**src/rtl/core/double_ended_queue_unit_defines.svh**
```systemverilog
// assertion macros used by the double ended queue rtl
`ifndef DOUBLE_ENDED_QUEUE_UNIT_DEFINES_SVH
`define DOUBLE_ENDED_QUEUE_UNIT_DEFINES_SVH

// same-cycle implication
`define DEQ_ASSERT_NOW(name, clk, rst, ante, cons) \
   name: assert property (@(posedge clk) disable iff (rst) (ante) |-> (cons)) \
      else $error("deque assertion failed");

// next-cycle implication
`define DEQ_ASSERT_NEXT(name, clk, rst, ante, cons) \
   name: assert property (@(posedge clk) disable iff (rst) (ante) |=> (cons)) \
      else $error("deque assertion failed");

`endif

```
**src/rtl/core/deq_pkg.sv**
```systemverilog
// types and constants of the double ended queue
`default_nettype none

package deq_pkg;

   localparam int DEPTH      = 16;
   localparam int DATA_WIDTH = 32;
   localparam int PTR_W      = $clog2(DEPTH);
   localparam int CNT_W      = $clog2(DEPTH + 1);

   typedef enum logic [2:0] {
      OP_PUSH_FRONT = 3'd0,
      OP_PUSH_BACK  = 3'd1,
      OP_POP_FRONT  = 3'd2,
      OP_POP_BACK   = 3'd3,
      OP_PEEK_FRONT = 3'd4,
      OP_PEEK_BACK  = 3'd5
   } op_type;

   typedef enum logic [1:0] {
      ST_OK    = 2'd0,
      ST_EMPTY = 2'd1,
      ST_FULL  = 2'd2
   } status_type;

   typedef struct packed {
      logic shift_right;
      logic shift_left;
      logic load_back;
   } cell_ctrl_type;

endpackage

`default_nettype wire

```
**src/rtl/core/deq_cell.sv**
```systemverilog
// one storage cell of the deque shift chain
`default_nettype none

module deq_cell (
   input  wire logic                           clock,
   input  wire deq_pkg::cell_ctrl_type         ctrl,
   input  wire logic [deq_pkg::DATA_WIDTH-1:0] left_data,
   input  wire logic [deq_pkg::DATA_WIDTH-1:0] right_data,
   input  wire logic [deq_pkg::DATA_WIDTH-1:0] item_data,
   output logic      [deq_pkg::DATA_WIDTH-1:0] data
);
   import deq_pkg::*;

   logic [DATA_WIDTH-1:0] data_ff;
   logic [DATA_WIDTH-1:0] data_in;

   always_comb begin
      if (ctrl.shift_right) begin
         data_in = left_data;
      end else if (ctrl.shift_left) begin
         data_in = right_data;
      end else if (ctrl.load_back) begin
         data_in = item_data;
      end else begin
         data_in = data_ff;
      end
   end

   always_ff @(posedge clock) begin
      data_ff <= data_in;
   end

   assign data = data_ff;

endmodule

`default_nettype wire

```
**src/rtl/core/double_ended_queue_unit.sv**
```systemverilog
// a push or pop at the front shifts every cell of the chain, a push at the back loads one cell
// throughput: one transaction per cycle while rsp_tready is high or no response is held
// the response register frees when rsp_tready is high, so input and output run in parallel
// reset: synchronous, clears the fill count and the response valid
// cell contents are unknown after reset and only occupied cells are ever read
`default_nettype none
`include "double_ended_queue_unit_defines.svh"

module double_ended_queue_unit (
   input  wire logic        clock,
   input  wire logic        reset,
   input  wire logic        req_tvalid,
   output logic             req_tready,
   input  wire logic [39:0] req_tdata,   // op[2:0], item[34:3], zero[39:35]
   output logic             rsp_tvalid,
   input  wire logic        rsp_tready,
   output logic      [39:0] rsp_tdata    // data_out[31:0], status[33:32], occupancy[38:34], is_empty[39]
);
   import deq_pkg::*;

   logic                  rsp_valid_ff;
   logic                  rsp_valid_in;
   logic [39:0]           rsp_data_ff;
   logic [39:0]           rsp_data_in;
   logic [CNT_W-1:0]      count_ff;
   logic [CNT_W-1:0]      count_in;

   logic                  fire;
   op_type                op;
   logic [DATA_WIDTH-1:0] item_w;
   logic                  full;
   logic                  empty;
   logic [PTR_W-1:0]      back_idx;
   logic                  do_push_front;
   logic                  do_push_back;
   logic                  do_pop_front;
   logic [DATA_WIDTH-1:0] read_data;
   status_type            status;
   logic [31:0]           data_out;

   logic [DATA_WIDTH-1:0] cell_data [DEPTH];
   cell_ctrl_type         cell_ctrl [DEPTH];

   assign req_tready = !rsp_valid_ff || rsp_tready;
   assign fire       = req_tvalid && req_tready;
   assign op         = op_type'(req_tdata[2:0]);
   assign item_w     = DATA_WIDTH'(req_tdata[34:3]);
   assign full       = count_ff == CNT_W'(DEPTH);
   assign empty      = count_ff == '0;
   assign back_idx   = PTR_W'(count_ff - CNT_W'(1));

   assign do_push_front = fire && (op == OP_PUSH_FRONT) && !full;
   assign do_push_back  = fire && (op == OP_PUSH_BACK) && !full;
   assign do_pop_front  = fire && (op == OP_POP_FRONT) && !empty;

   for (genvar i = 0; i < DEPTH; i++) begin : g_cell
      logic [DATA_WIDTH-1:0] left_w;
      logic [DATA_WIDTH-1:0] right_w;

      if (i == 0) begin : g_first
         assign left_w = item_w;
      end else begin : g_inner_left
         assign left_w = cell_data[i-1];
      end

      if (i == DEPTH - 1) begin : g_last
         assign right_w = '0;
      end else begin : g_inner_right
         assign right_w = cell_data[i+1];
      end

      assign cell_ctrl[i].shift_right = do_push_front;
      assign cell_ctrl[i].shift_left  = do_pop_front;
      assign cell_ctrl[i].load_back   = do_push_back && (count_ff == CNT_W'(i));

      deq_cell u_cell (
         .clock      (clock),
         .ctrl       (cell_ctrl[i]),
         .left_data  (left_w),
         .right_data (right_w),
         .item_data  (item_w),
         .data       (cell_data[i])
      );
   end

   always_comb begin
      count_in  = count_ff;
      status    = ST_OK;
      read_data = '0;
      case (op)
         OP_PUSH_FRONT, OP_PUSH_BACK: begin
            if (full) begin
               status = ST_FULL;
            end else begin
               count_in = count_ff + CNT_W'(1);
            end
         end
         OP_POP_FRONT: begin
            if (empty) begin
               status = ST_EMPTY;
            end else begin
               read_data = cell_data[0];
               count_in  = count_ff - CNT_W'(1);
            end
         end
         OP_POP_BACK: begin
            if (empty) begin
               status = ST_EMPTY;
            end else begin
               read_data = cell_data[back_idx];
               count_in  = count_ff - CNT_W'(1);
            end
         end
         OP_PEEK_FRONT: begin
            if (empty) begin
               status = ST_EMPTY;
            end else begin
               read_data = cell_data[0];
            end
         end
         OP_PEEK_BACK: begin
            if (empty) begin
               status = ST_EMPTY;
            end else begin
               read_data = cell_data[back_idx];
            end
         end
         default: begin
            count_in = count_ff;
         end
      endcase
   end

   assign data_out     = 32'(read_data);
   assign rsp_data_in  = {count_in == '0, 5'(count_in), status, data_out};
   assign rsp_valid_in = fire || (rsp_valid_ff && !rsp_tready);

   always_ff @(posedge clock) begin
      if (reset) begin
         count_ff     <= '0;
         rsp_valid_ff <= 1'b0;
      end else begin
         if (fire) begin
            count_ff <= count_in;
         end
         rsp_valid_ff <= rsp_valid_in;
      end
   end

   always_ff @(posedge clock) begin
      if (fire) begin
         rsp_data_ff <= rsp_data_in;
      end
   end

   assign rsp_tvalid = rsp_valid_ff;
   assign rsp_tdata  = rsp_data_ff;

   `DEQ_ASSERT_NOW(a_count_range, clock, reset, 1'b1, count_ff <= CNT_W'(DEPTH))
   `DEQ_ASSERT_NEXT(a_push_grows, clock, reset, do_push_front || do_push_back, count_ff == $past(count_ff) + CNT_W'(1))
   `DEQ_ASSERT_NOW(a_empty_flag, clock, reset, rsp_valid_ff, rsp_data_ff[39] == (rsp_data_ff[38:34] == 5'd0))
   `DEQ_ASSERT_NOW(a_error_zero, clock, reset, rsp_valid_ff && (rsp_data_ff[33:32] != ST_OK), rsp_data_ff[31:0] == 32'd0)

endmodule

`default_nettype wire

```
**config.mk**
```make
export PLATFORM = sky130hd
export DESIGN_NAME = double_ended_queue_unit
export DESIGN_NICKNAME = d
export VERILOG_FILES = /design/src/rtl/core/deq_pkg.sv /design/src/rtl/core/deq_cell.sv /design/src/rtl/core/double_ended_queue_unit.sv
export VERILOG_INCLUDE_DIRS = /design/src /design/src/rtl/core
export SDC_FILE = /design/constraint.sdc
export NUM_CORES = 1
export LEC_CHECK = 0
export BUFFER_PORTS_ARGS = -buffer_cell sky130_fd_sc_hd__buf_2
export CORE_MARGIN = 4
export CORE_UTILIZATION = 50
export CTS_CLUSTER_SIZE = 28
export DETAILED_ROUTE_END_ITERATION = 10
export GPL_ROUTABILITY_DRIVEN = 0
export PLACE_DENSITY = 0.74
export SYNTH_ARGS = -nofsm -noshare
export SYNTH_HDL_FRONTEND = slang
export SYNTH_SLANG_ARGS = --single-unit
```
**constraint.sdc**
```tcl
create_clock -name clock -period 15.1 [get_ports clock]
set_clock_uncertainty 0.2 [all_clocks]
set_input_delay 0.755 -clock clock [delete_from_list [all_inputs] [get_ports clock]]
set_output_delay 0.755 -clock clock [all_outputs]
set_load 0.01 [all_outputs]
```
==> results of run 1 <==
## synth_stat cells, drive strengths merged, types with 4 or more instances
cell type | instances | share of area, %
nor3b | 4 | 0.11
nand2 | 150 | 2.0
a21o | 34 | 0.92
a21oi | 68 | 1.2
nand3b | 4 | 0.11
inv | 9 | 0.12
and2 | 32 | 0.72
nor2 | 12 | 0.16
a211o | 32 | 1.0
mux4 | 128 | 10
buf | 147 | 2.7
a211oi | 4 | 0.11
nor4 | 5 | 0.14
clkbuf | 87 | 1.2
nand3 | 10 | 0.18
edfxtp | 552 | 60
xnor2 | 4 | 0.13
a221o | 448 | 16
dfxtp | 6 | 0.43
mux2 | 32 | 1.3
ha | 6 | 0.27
## power groups by stage
stage / registers [mW] / clock network [mW] / logic, mW
2_1_floorplan: 1.87 / 0 / 0.398
3_3_place_gp: 1.87 / 0 / 0.538
3_5_place_dp: 1.88 / 0 / 0.546
4_1_cts: 1.84 / 1.29 / 0.551
5_1_grt: 1.85 / 1.35 / 0.594
6_report: 1.85 / 1.28 / 0.558
## through the flow
step	power (mW)	instance area, sq um
4_1_cts	3.685	30060
2_1_floorplan	2.265	27770
3_5_place_dp	2.422	28450
6_report	3.680	30070
3_3_place_gp	2.411	28450
5_1_grt	3.799	30060
## state kept, by name, summed over array words and instances (netlist names)
signal	cells
rsp_tdata	40
rsp_tvalid	1
count_ff	5
g_cell.u_cell.data	512
## layer usage
| layer | up-vias | wire length (um) |
|---|---|---|
| li1 | 7695 | - |
| met1 | 9601 | 28710 |
| met2 | 1366 | 33670 |
| met3 | 176 | 9094 |
| met4 | 10 | 2142 |
| met5 | - | 74 |
## final timing paths
kind | endpoint | cells past startpoint
setup reg to reg | g_cell[0].u_cell.data[18] | 8
hold / removal | rsp_tvalid | 3
hold reg to reg | rsp_tvalid | 2
setup / recovery | g_cell[0].u_cell.data[18] | 8
## cell families (layout without fill, tap and decap cells)
group,count (synthesis),after routing,synth area share [%]
AOI/OAI and AO/OA,599,599,19.78
xor gates and xnor gates,5,5,0.1577
adders and majority gates,6,6,0.2703
buffers and inverters,243,217,4.001
DFF,558,558,60.12
muxes,160,160,11.68
other,0,2,0
and+or+nand+nor,238,238,3.983
## critical path: stages, from the launching register on
cell and delay, ps:
sky130_fd_sc_hd__dfxtp_1 480, sky130_fd_sc_hd__inv_1 200, sky130_fd_sc_hd__ha_4 240, sky130_fd_sc_hd__or4b_1 280, sky130_fd_sc_hd__nand2_1 90, sky130_fd_sc_hd__nor3_2 300, sky130_fd_sc_hd__buf_12 580, sky130_fd_sc_hd__buf_4 760
sky130_fd_sc_hd__mux2_2 410
## final cells by class
| type | count | area [sq um] | area share (%) |
|---|---|---|---|
| clock inverters | 27 | 145.1 | 0.4827 |
| multi-input cells | 1008 | 10080 | 33.52 |
| well taps | 748 | 935.9 | 3.113 |
| clock buffers | 67 | 1464 | 4.869 |
| inverters | 9 | 33.78 | 0.1124 |
| flip-flops and latches | 558 | 16700 | 55.54 |
| repair buffers | 114 | 705.7 | 2.347 |
| diodes | 2 | 5.005 | 0.01665 |
## placed cells by master (no fill, tap or decap), drive strengths merged, types with 2 or more instances in the layout
cell,synthesis,routed
a31oi,2,2
edfxtp,552,552
nand2,150,150
a221o,448,448
and3,2,2
diode,0,2
clkinv,0,24
nor3,3,3
dfxtp,6,6
inv,9,9
or2,2,2
buf,147,114
nand2b,3,3
a21oi,68,68
clkbuf,87,67
nand3b,4,4
mux4,128,128
nor3b,4,4
a211o,32,32
a2bb2oi,2,2
and2,32,32
nor4,5,5
nor2b,2,2
a21o,34,34
ha,6,6
o211ai,3,3
or4,3,3
a211oi,4,4
clkinvlp,0,2
nand3,10,10
nor2,12,12
mux2,32,32
xnor2,4,4
a31o,2,2
==> results.md, run 1 <==
Timing:
- Setup repair after global routing left no endpoint under its margin.
- The ratio of final minimum period to clock period is 27.12%.
- After layout, the worst setup slack is 11010 ps.
- The final sum of negative setup slack is 0 ps.
- Derived from the worst setup path, the maximum achievable clock frequency is 0.2442 GHz.
- The number of pins exceeding their max-slew limit in the final report was 0.
- The post-route minimum period is 4095 ps.
- Final hold analysis gives a worst-case slack of 220.0 ps.
- The number of hold-slack violations in the final timing report is 0.
- The total of endpoints with negative setup slack in the final report is 0.
- Measured against its own limit, the worst slew margin works out to 18.20%.
- The worst-margin pin slew is 1227 ps.

Clock tree:
- The post-cts gate resize count is 0.
- The number of sinks handled by clock tree synthesis is 558.
- TritonCTS created 54 clock buffers.
- TritonCTS built the clock tree.
- The clock tree synthesis step divided the H-tree into 2 levels.
- The count of hold-fix buffers inserted at cts is 0.
- The number of buffers inserted to repair setup after CTS is 0.
- The clock reaches the later pin of the worst-skew pair after 590 ps.
- The longest clock path from root to sink contains 3 buffers.
- Clock-pin slew was measured on the worst setup and hold paths at 60 ps.
- The cell sitting at the root of the clock tree is a sky130_fd_sc_hd__clkbuf_16.

Global route:
- The total congestion overflow is 0.
- Global routing used 36.35% of the available met2 tracks.
- The overall track demand over capacity in global routing is 23.94%.
- The largest net degree at the start of global routing is 256.
- The via count of the first global-routing pass came to 17815.
- The initial antenna violation count is 6.
- met2 is the most crowded layer.
- The first global-routing pass estimated 111900 um of wire.
- In the global route stage, met3 resource usage came out at 5.569%.
- The global routing usage on met1 is 34.71%.

Synth:
- Averaged over all synthesized cells, the footprint is 15.35 sq um.
- The Yosys warning count is 0.
- The mapped cell area is 0.02777 sq mm.
- The dominant synthesized flop cell is sky130_fd_sc_hd__edfxtp_1.
- The net count after synthesis is 1859.
- Synthesis inferred 558 register bits.
- The async set or reset register ratio after synthesis is 0%.
- The post-synthesis cell type count is 50.
- The count of flip-flops with a built-in enable after synthesis is 552.
- The cell count after synthesis is 1809.
- The proportion of synthesized chip area in sequential cells is 60.12%.

Critical path:
- The arrival time of data at the critical path endpoint is 4230 ps.
- In this run the register-to-register setup slack is 11010 ps.
- The beginning of the critical path is count_ff[1].
- The worst setup path is captured at a register.
- The startpoint identified for the worst register-to-register timing path is count_ff[1].
- The critical path is of the reg2reg type.
- Of all nets on the critical path, the largest fanout is 210.
- The nature of the critical path startpoint is a register.
- The critical path data required time is 15230 ps.

Hold path:
- The path class of the lowest-slack min-delay path is in2reg.
- In this run the most critical hold path is launched from req_tvalid.

Floorplan:
- The initial core utilization is 50.40%.
- The die is 243.7 um tall.
- The floorplan step defined a core boundary enclosing 0.05509 sq mm.
- The count of standard-cell rows is 86.
- The die covers 0.05937 sq mm.
- For this design the top-level I/O count stands at 86.
- Measured along the x axis, the die boundary spans 243.7 um.

Detailed routing:
- Detailed routing inserted a total of 18848 vias.
- In the routed design, unresolved DRC markers number 0.
- The antenna violation net count after detailed routing is 0.
- For this block, the routed nets add up to 73690 um of wire.
- The per-cell via count in the routed design is 7.441.
- The detailed router's first-iteration violation count is 2665.
- In the final routed layout, each cell accounts on average for 29.09 um.
- The detailed-routing iteration count for the pre-antenna-repair pass is 6.

Cells and area:
- The number of fill cells is 4309.
- The final cell utilization of the core is 54.58%.
- The area growth from synthesis to layout is 8.277%.
- The proportion of layout cells with a drive suffix above 1 is 20.81%.
- After the last flow step, the layout net total stands at 1795.
- Leaving out filler cells and counting taps, the final layout contains 2533.

Placed design:
- The count of buffers added on input and output ports is 80.
- The number of cells in the design after placement is 2437.
- Detailed placement finished with a half-perimeter wire length of 38480 um.
- The pre-CTS setup slack is 10680 ps.

Power:
- Of the total power, the share spent switching nets is 25.78%.
- The fraction of power consumed by sequential logic is 50.1%.
- The share of power burned in combinational logic is 15.1%.
- The static leakage is 10.08 nW.
- Cell internal power was estimated by the tool at 2.731 mW.
- For this design the ratio of total power to cell area is 122.4 mW/mm^2.
- The clock network fraction of total power is 34.7%.
- The analysis attributes to net switching a power of 0.9488 mW.
- VDD sags by at most 0.00009601 V.

Flow run:
- The number of max-cap violations is 0.

Status:
- The run finished with clean final reports.
(Power assumes the default switching activity.)
==> inputs of run 2 (changes only) <==
--- a/config.mk
+++ b/config.mk
@@ -12,7 +12,7 @@
 export CTS_CLUSTER_SIZE = 28
 export DETAILED_ROUTE_END_ITERATION = 10
 export GPL_ROUTABILITY_DRIVEN = 0
-export PLACE_DENSITY = 0.74
+export PLACE_DENSITY = 0.77
 export SYNTH_ARGS = -nofsm -noshare
 export SYNTH_HDL_FRONTEND = slang
 export SYNTH_SLANG_ARGS = --single-unit
==> constraint.sdc (replaced) <==
create_clock -name clock -period 3.4 [get_ports clock]
set_clock_uncertainty 0.2 [all_clocks]
set_input_delay 0.17 -clock clock [delete_from_list [all_inputs] [get_ports clock]]
set_output_delay 0.17 -clock clock [all_outputs]
set_load 0.01 [all_outputs]
==> run 2 against run 1 <==
Fmax is 28% higher. Register-to-register slack worse by 11000 ps. Die area did not move. Combinational power rose to 4.7 times the previous value. Sequential cell count stayed put. Core utilization up 2.1 points. Worst hold slack worse by 84 ps. Routed wire length is 0.96% higher. Non-clock buffer count is 73 higher. Design area rose by 3.8%. Highest routed layer is now met4.
==> results.md, run 2 (same netlist as run 1, synthesis figures left out) <==
Status:
- Outcome: complete, no violations (unchanged).

Detailed routing:
- The per-cell via count in the routed design is 7.338 (was 7.441).
- The antenna violation net count after detailed routing is 0 (unchanged).
- The number of DRC violations after detailed routing is 0 (unchanged).
- The average wire per cell in the routed design came to 28.49 um (was 29.09 um).
- The uppermost signal routing layer after detailed routing is met4 (was met5).
- The detailed-routing iteration count for the pre-antenna-repair pass came to 6 (unchanged).
- The wire length after detailed routing is 74400 um (was 73690 um).
- The total length of routed met3 wires was 8335 um (was 9094 um).
- The met1 layer wirelength in the final routing is 28180 um (was 28710 um).
- The total number of vias was 19160 (was 18848).
- The met2 routed wirelength came to 34750 um (was 33670 um).
- The detailed router's first-iteration violation count is 3081 (was 2665).

Timing:
- The number of pins exceeding their max-slew limit in the final report is 0 (unchanged).
- The post-route minimum period is 3187 ps (was 4095 ps).
- The total of endpoints with negative setup slack in the final report was 0 (unchanged).
- The worst relative slew slack is 45.84% (was 18.20%).
- The highest achievable clock rate is 0.3138 GHz (was 0.2442 GHz).
- The final critical-path setup slack is 213.2 ps (was 11010 ps).
- Setup repair after global routing missed its margin: no (unchanged).
- The number of hold-slack violations in the final timing report is 0 (unchanged).
- The worst-margin pin slew is 812.3 ps (was 1227 ps).
- The worst hold-check slack is 135.9 ps (was 220.0 ps).
- The ratio of final minimum period to clock period came to 93.73% (was 27.12%).
- The final sum of negative setup slack is 0 ps (unchanged).

Critical path:
- The arrival time of data at the critical path endpoint is 3310 ps (was 4230 ps).
- The cell with the biggest individual delay on the critical path is sky130_fd_sc_hd__dfxtp_1 (was sky130_fd_sc_hd__buf_4).
- The largest fanout of any net on the critical path is 28 (was 210).
- The stage delay of the slowest cell on the critical path is 470 ps (was 760 ps).
- The number of buffer and inverter instances along the worst setup path is 3 (unchanged).
- The critical path data required time is 3530 ps (was 15230 ps).
- The nature of the critical path startpoint is a register (unchanged).
- CP Cell Sequence: inv_1 > ha_4 > nor3b_2 > a21oi_2 > nand3b_1 > buf_4 > buf_12 > and2_1 > a221o_1 (was inv_1 > ha_4 > or4b_1 > nand2_1 > nor3_2 > buf_12 > buf_4 > mux2_2).
- The critical path class is reg2reg (unchanged).
- The kind of capture point of the worst setup path is a register (unchanged).
- The dominant delay contributor by cell family on the critical path is simple AND/OR/NAND/NOR gates (was buffers and inverters).

Floorplan:
- The boundary pin count is 86 (unchanged).
- The area of the die is 0.05937 sq mm (unchanged).
- The die outline height was 243.7 um (unchanged).
- The initial core utilization is 50.40% (unchanged).
- The area inside the core boundary is 0.05509 sq mm (unchanged).
- The width of the die is 243.7 um (unchanged).
- The count of standard-cell rows is 86 (unchanged).

Cells and area:
- The number of fill cells is 4129 (was 4309).
- The area overhead of the layout relative to synthesis was 12.43% (was 8.277%).
- The most common library cell in the layout ignoring fill and taps is sky130_fd_sc_hd__edfxtp_1 (unchanged).
- The net count of the finished layout is 1868 (was 1795).
- The proportion of layout cells with a drive suffix above 1 came to 23.00% (was 20.81%).
- Most frequent cells in the layout: sky130_fd_sc_hd__edfxtp_1, sky130_fd_sc_hd__a221o_1, sky130_fd_sc_hd__nand2_1, sky130_fd_sc_hd__mux4_2, sky130_fd_sc_hd__buf_2 (unchanged).
- The number of flip-flops in the largest register is 512 (unchanged).

Power:
- The static leakage is 10.61 nW (was 10.08 nW).
- The peak supply drop came to 0.0004128 V (was 0.00009601 V).
- The power density over the cells is 546.0 mW/mm^2 (was 122.4 mW/mm^2).

Clock tree:
- The clock transition at the registers of the reported paths came to 60 ps (about the same).
- The number of sinks handled by clock tree synthesis was 558 (unchanged).
- The clock root buffer master is sky130_fd_sc_hd__clkbuf_16 (unchanged).
- The clock tree buffer depth came to 3 (unchanged).
- The number of levels in the clock H-tree is 2 (unchanged).
- The total CTS buffers was 54 (unchanged).
- The TritonCTS clock tree is built (unchanged).
- The number of buffers inserted to repair setup after CTS is 0 (unchanged).
- The clock latency reported for the late side of the worst-skew pair is 580 ps (was 590 ps).

Placed design:
- The HPWL after detailed placement is 41320 um (was 38480 um).
- The count of buffers inserted at the top-level ports is 80 (unchanged).
- The pre-CTS setup slack was 183.0 ps (was 10680 ps).

Global route:
- The via count of the first global-routing pass is 18391 (was 17815).
- The first-pass GRT wire length is 113800 um (was 111900 um).
- The total congestion overflow came to 0 (unchanged).
- The initial antenna violation count is 0 (was 6).
- The overall track demand over capacity in global routing is 24.24% (was 23.94%).
- The largest net degree at the start of global routing is 135 (was 256).

Flow run:
- The number of max-cap violations came to 0 (unchanged).

Hold path:
- The path class of the lowest-slack min-delay path is in2reg (unchanged).
-- run 2: cell type report --
| cell class | count | area (sq um) | area share [%] |
|---|---|---|---|
| Inverter | 9 | 37.54 | 0.1202 |
| Multi-Input combinational cell | 1008 | 10090 | 32.31 |
| Timing Repair Buffer | 187 | 1634 | 5.234 |
| Sequential cell | 558 | 16700 | 53.49 |
| Clock inverter | 36 | 371.6 | 1.190 |
| Clock buffer | 63 | 1449 | 4.641 |
| Antenna cell | 2 | 5.005 | 0.01603 |
| Tap cell | 748 | 935.9 | 2.998 |
-- run 2: layer usage --
layer	up-vias	global-route usage, %
li1	7858	-
met1	9708	34.34
met2	1389	38.20
met3	205	4.127
met4	0	8.945
met5	-	0
-- run 2: what timing repair did --
action | 4_1_cts | 5_1_grt
hold buffers | 37 | 0
hold endpoints to repair | 40 | 0
gates resized for setup | 0 | 9
setup endpoints to repair | 0 | 205
-- run 2: power breakdown --
| group | internal [mW] | switching, mW |
|---|---|---|
| logic | 1.16 | 1.48 |
| registers | 7.99 | 0.213 |
| clock network | 3.64 | 2.57 |
-- run 2: worst reg2reg max path, stage by stage (launching register included) --
cell and delay (ps):
sky130_fd_sc_hd__dfxtp_1 470, sky130_fd_sc_hd__inv_1 180, sky130_fd_sc_hd__ha_4 230, sky130_fd_sc_hd__nor3b_2 200
sky130_fd_sc_hd__a21oi_2 310, sky130_fd_sc_hd__nand3b_1 200, sky130_fd_sc_hd__buf_4 230, sky130_fd_sc_hd__buf_12 190
sky130_fd_sc_hd__and2_1 370, sky130_fd_sc_hd__a221o_1 350
-- run 2: stage by stage --
step                      instances  total power [mW]  util [%]  area, sq um
after floorplan                1809             10.06         -        27810
after global placement         2473             10.79     52.66        29010
after detailed placement       2473             10.87     52.66        29010
after CTS                      2609             17.09     56.63        31200
after global routing           2609             17.63     56.66        31220
final                          2611             17.05     56.67        31220
-- run 2: path summary, 6_finish.rpt --
check	start	endpoint	slack, ps	depth (start not counted)
min	req_tdata[0]	g_cell[0].u_cell.data[29]	140	3
max reg2reg	count_ff[1]	g_cell[1].u_cell.data[24]	210	9
min reg2reg	g_cell[14].u_cell.data[23]	g_cell[15].u_cell.data[23]	370	1
max	count_ff[1]	g_cell[1].u_cell.data[24]	210	9
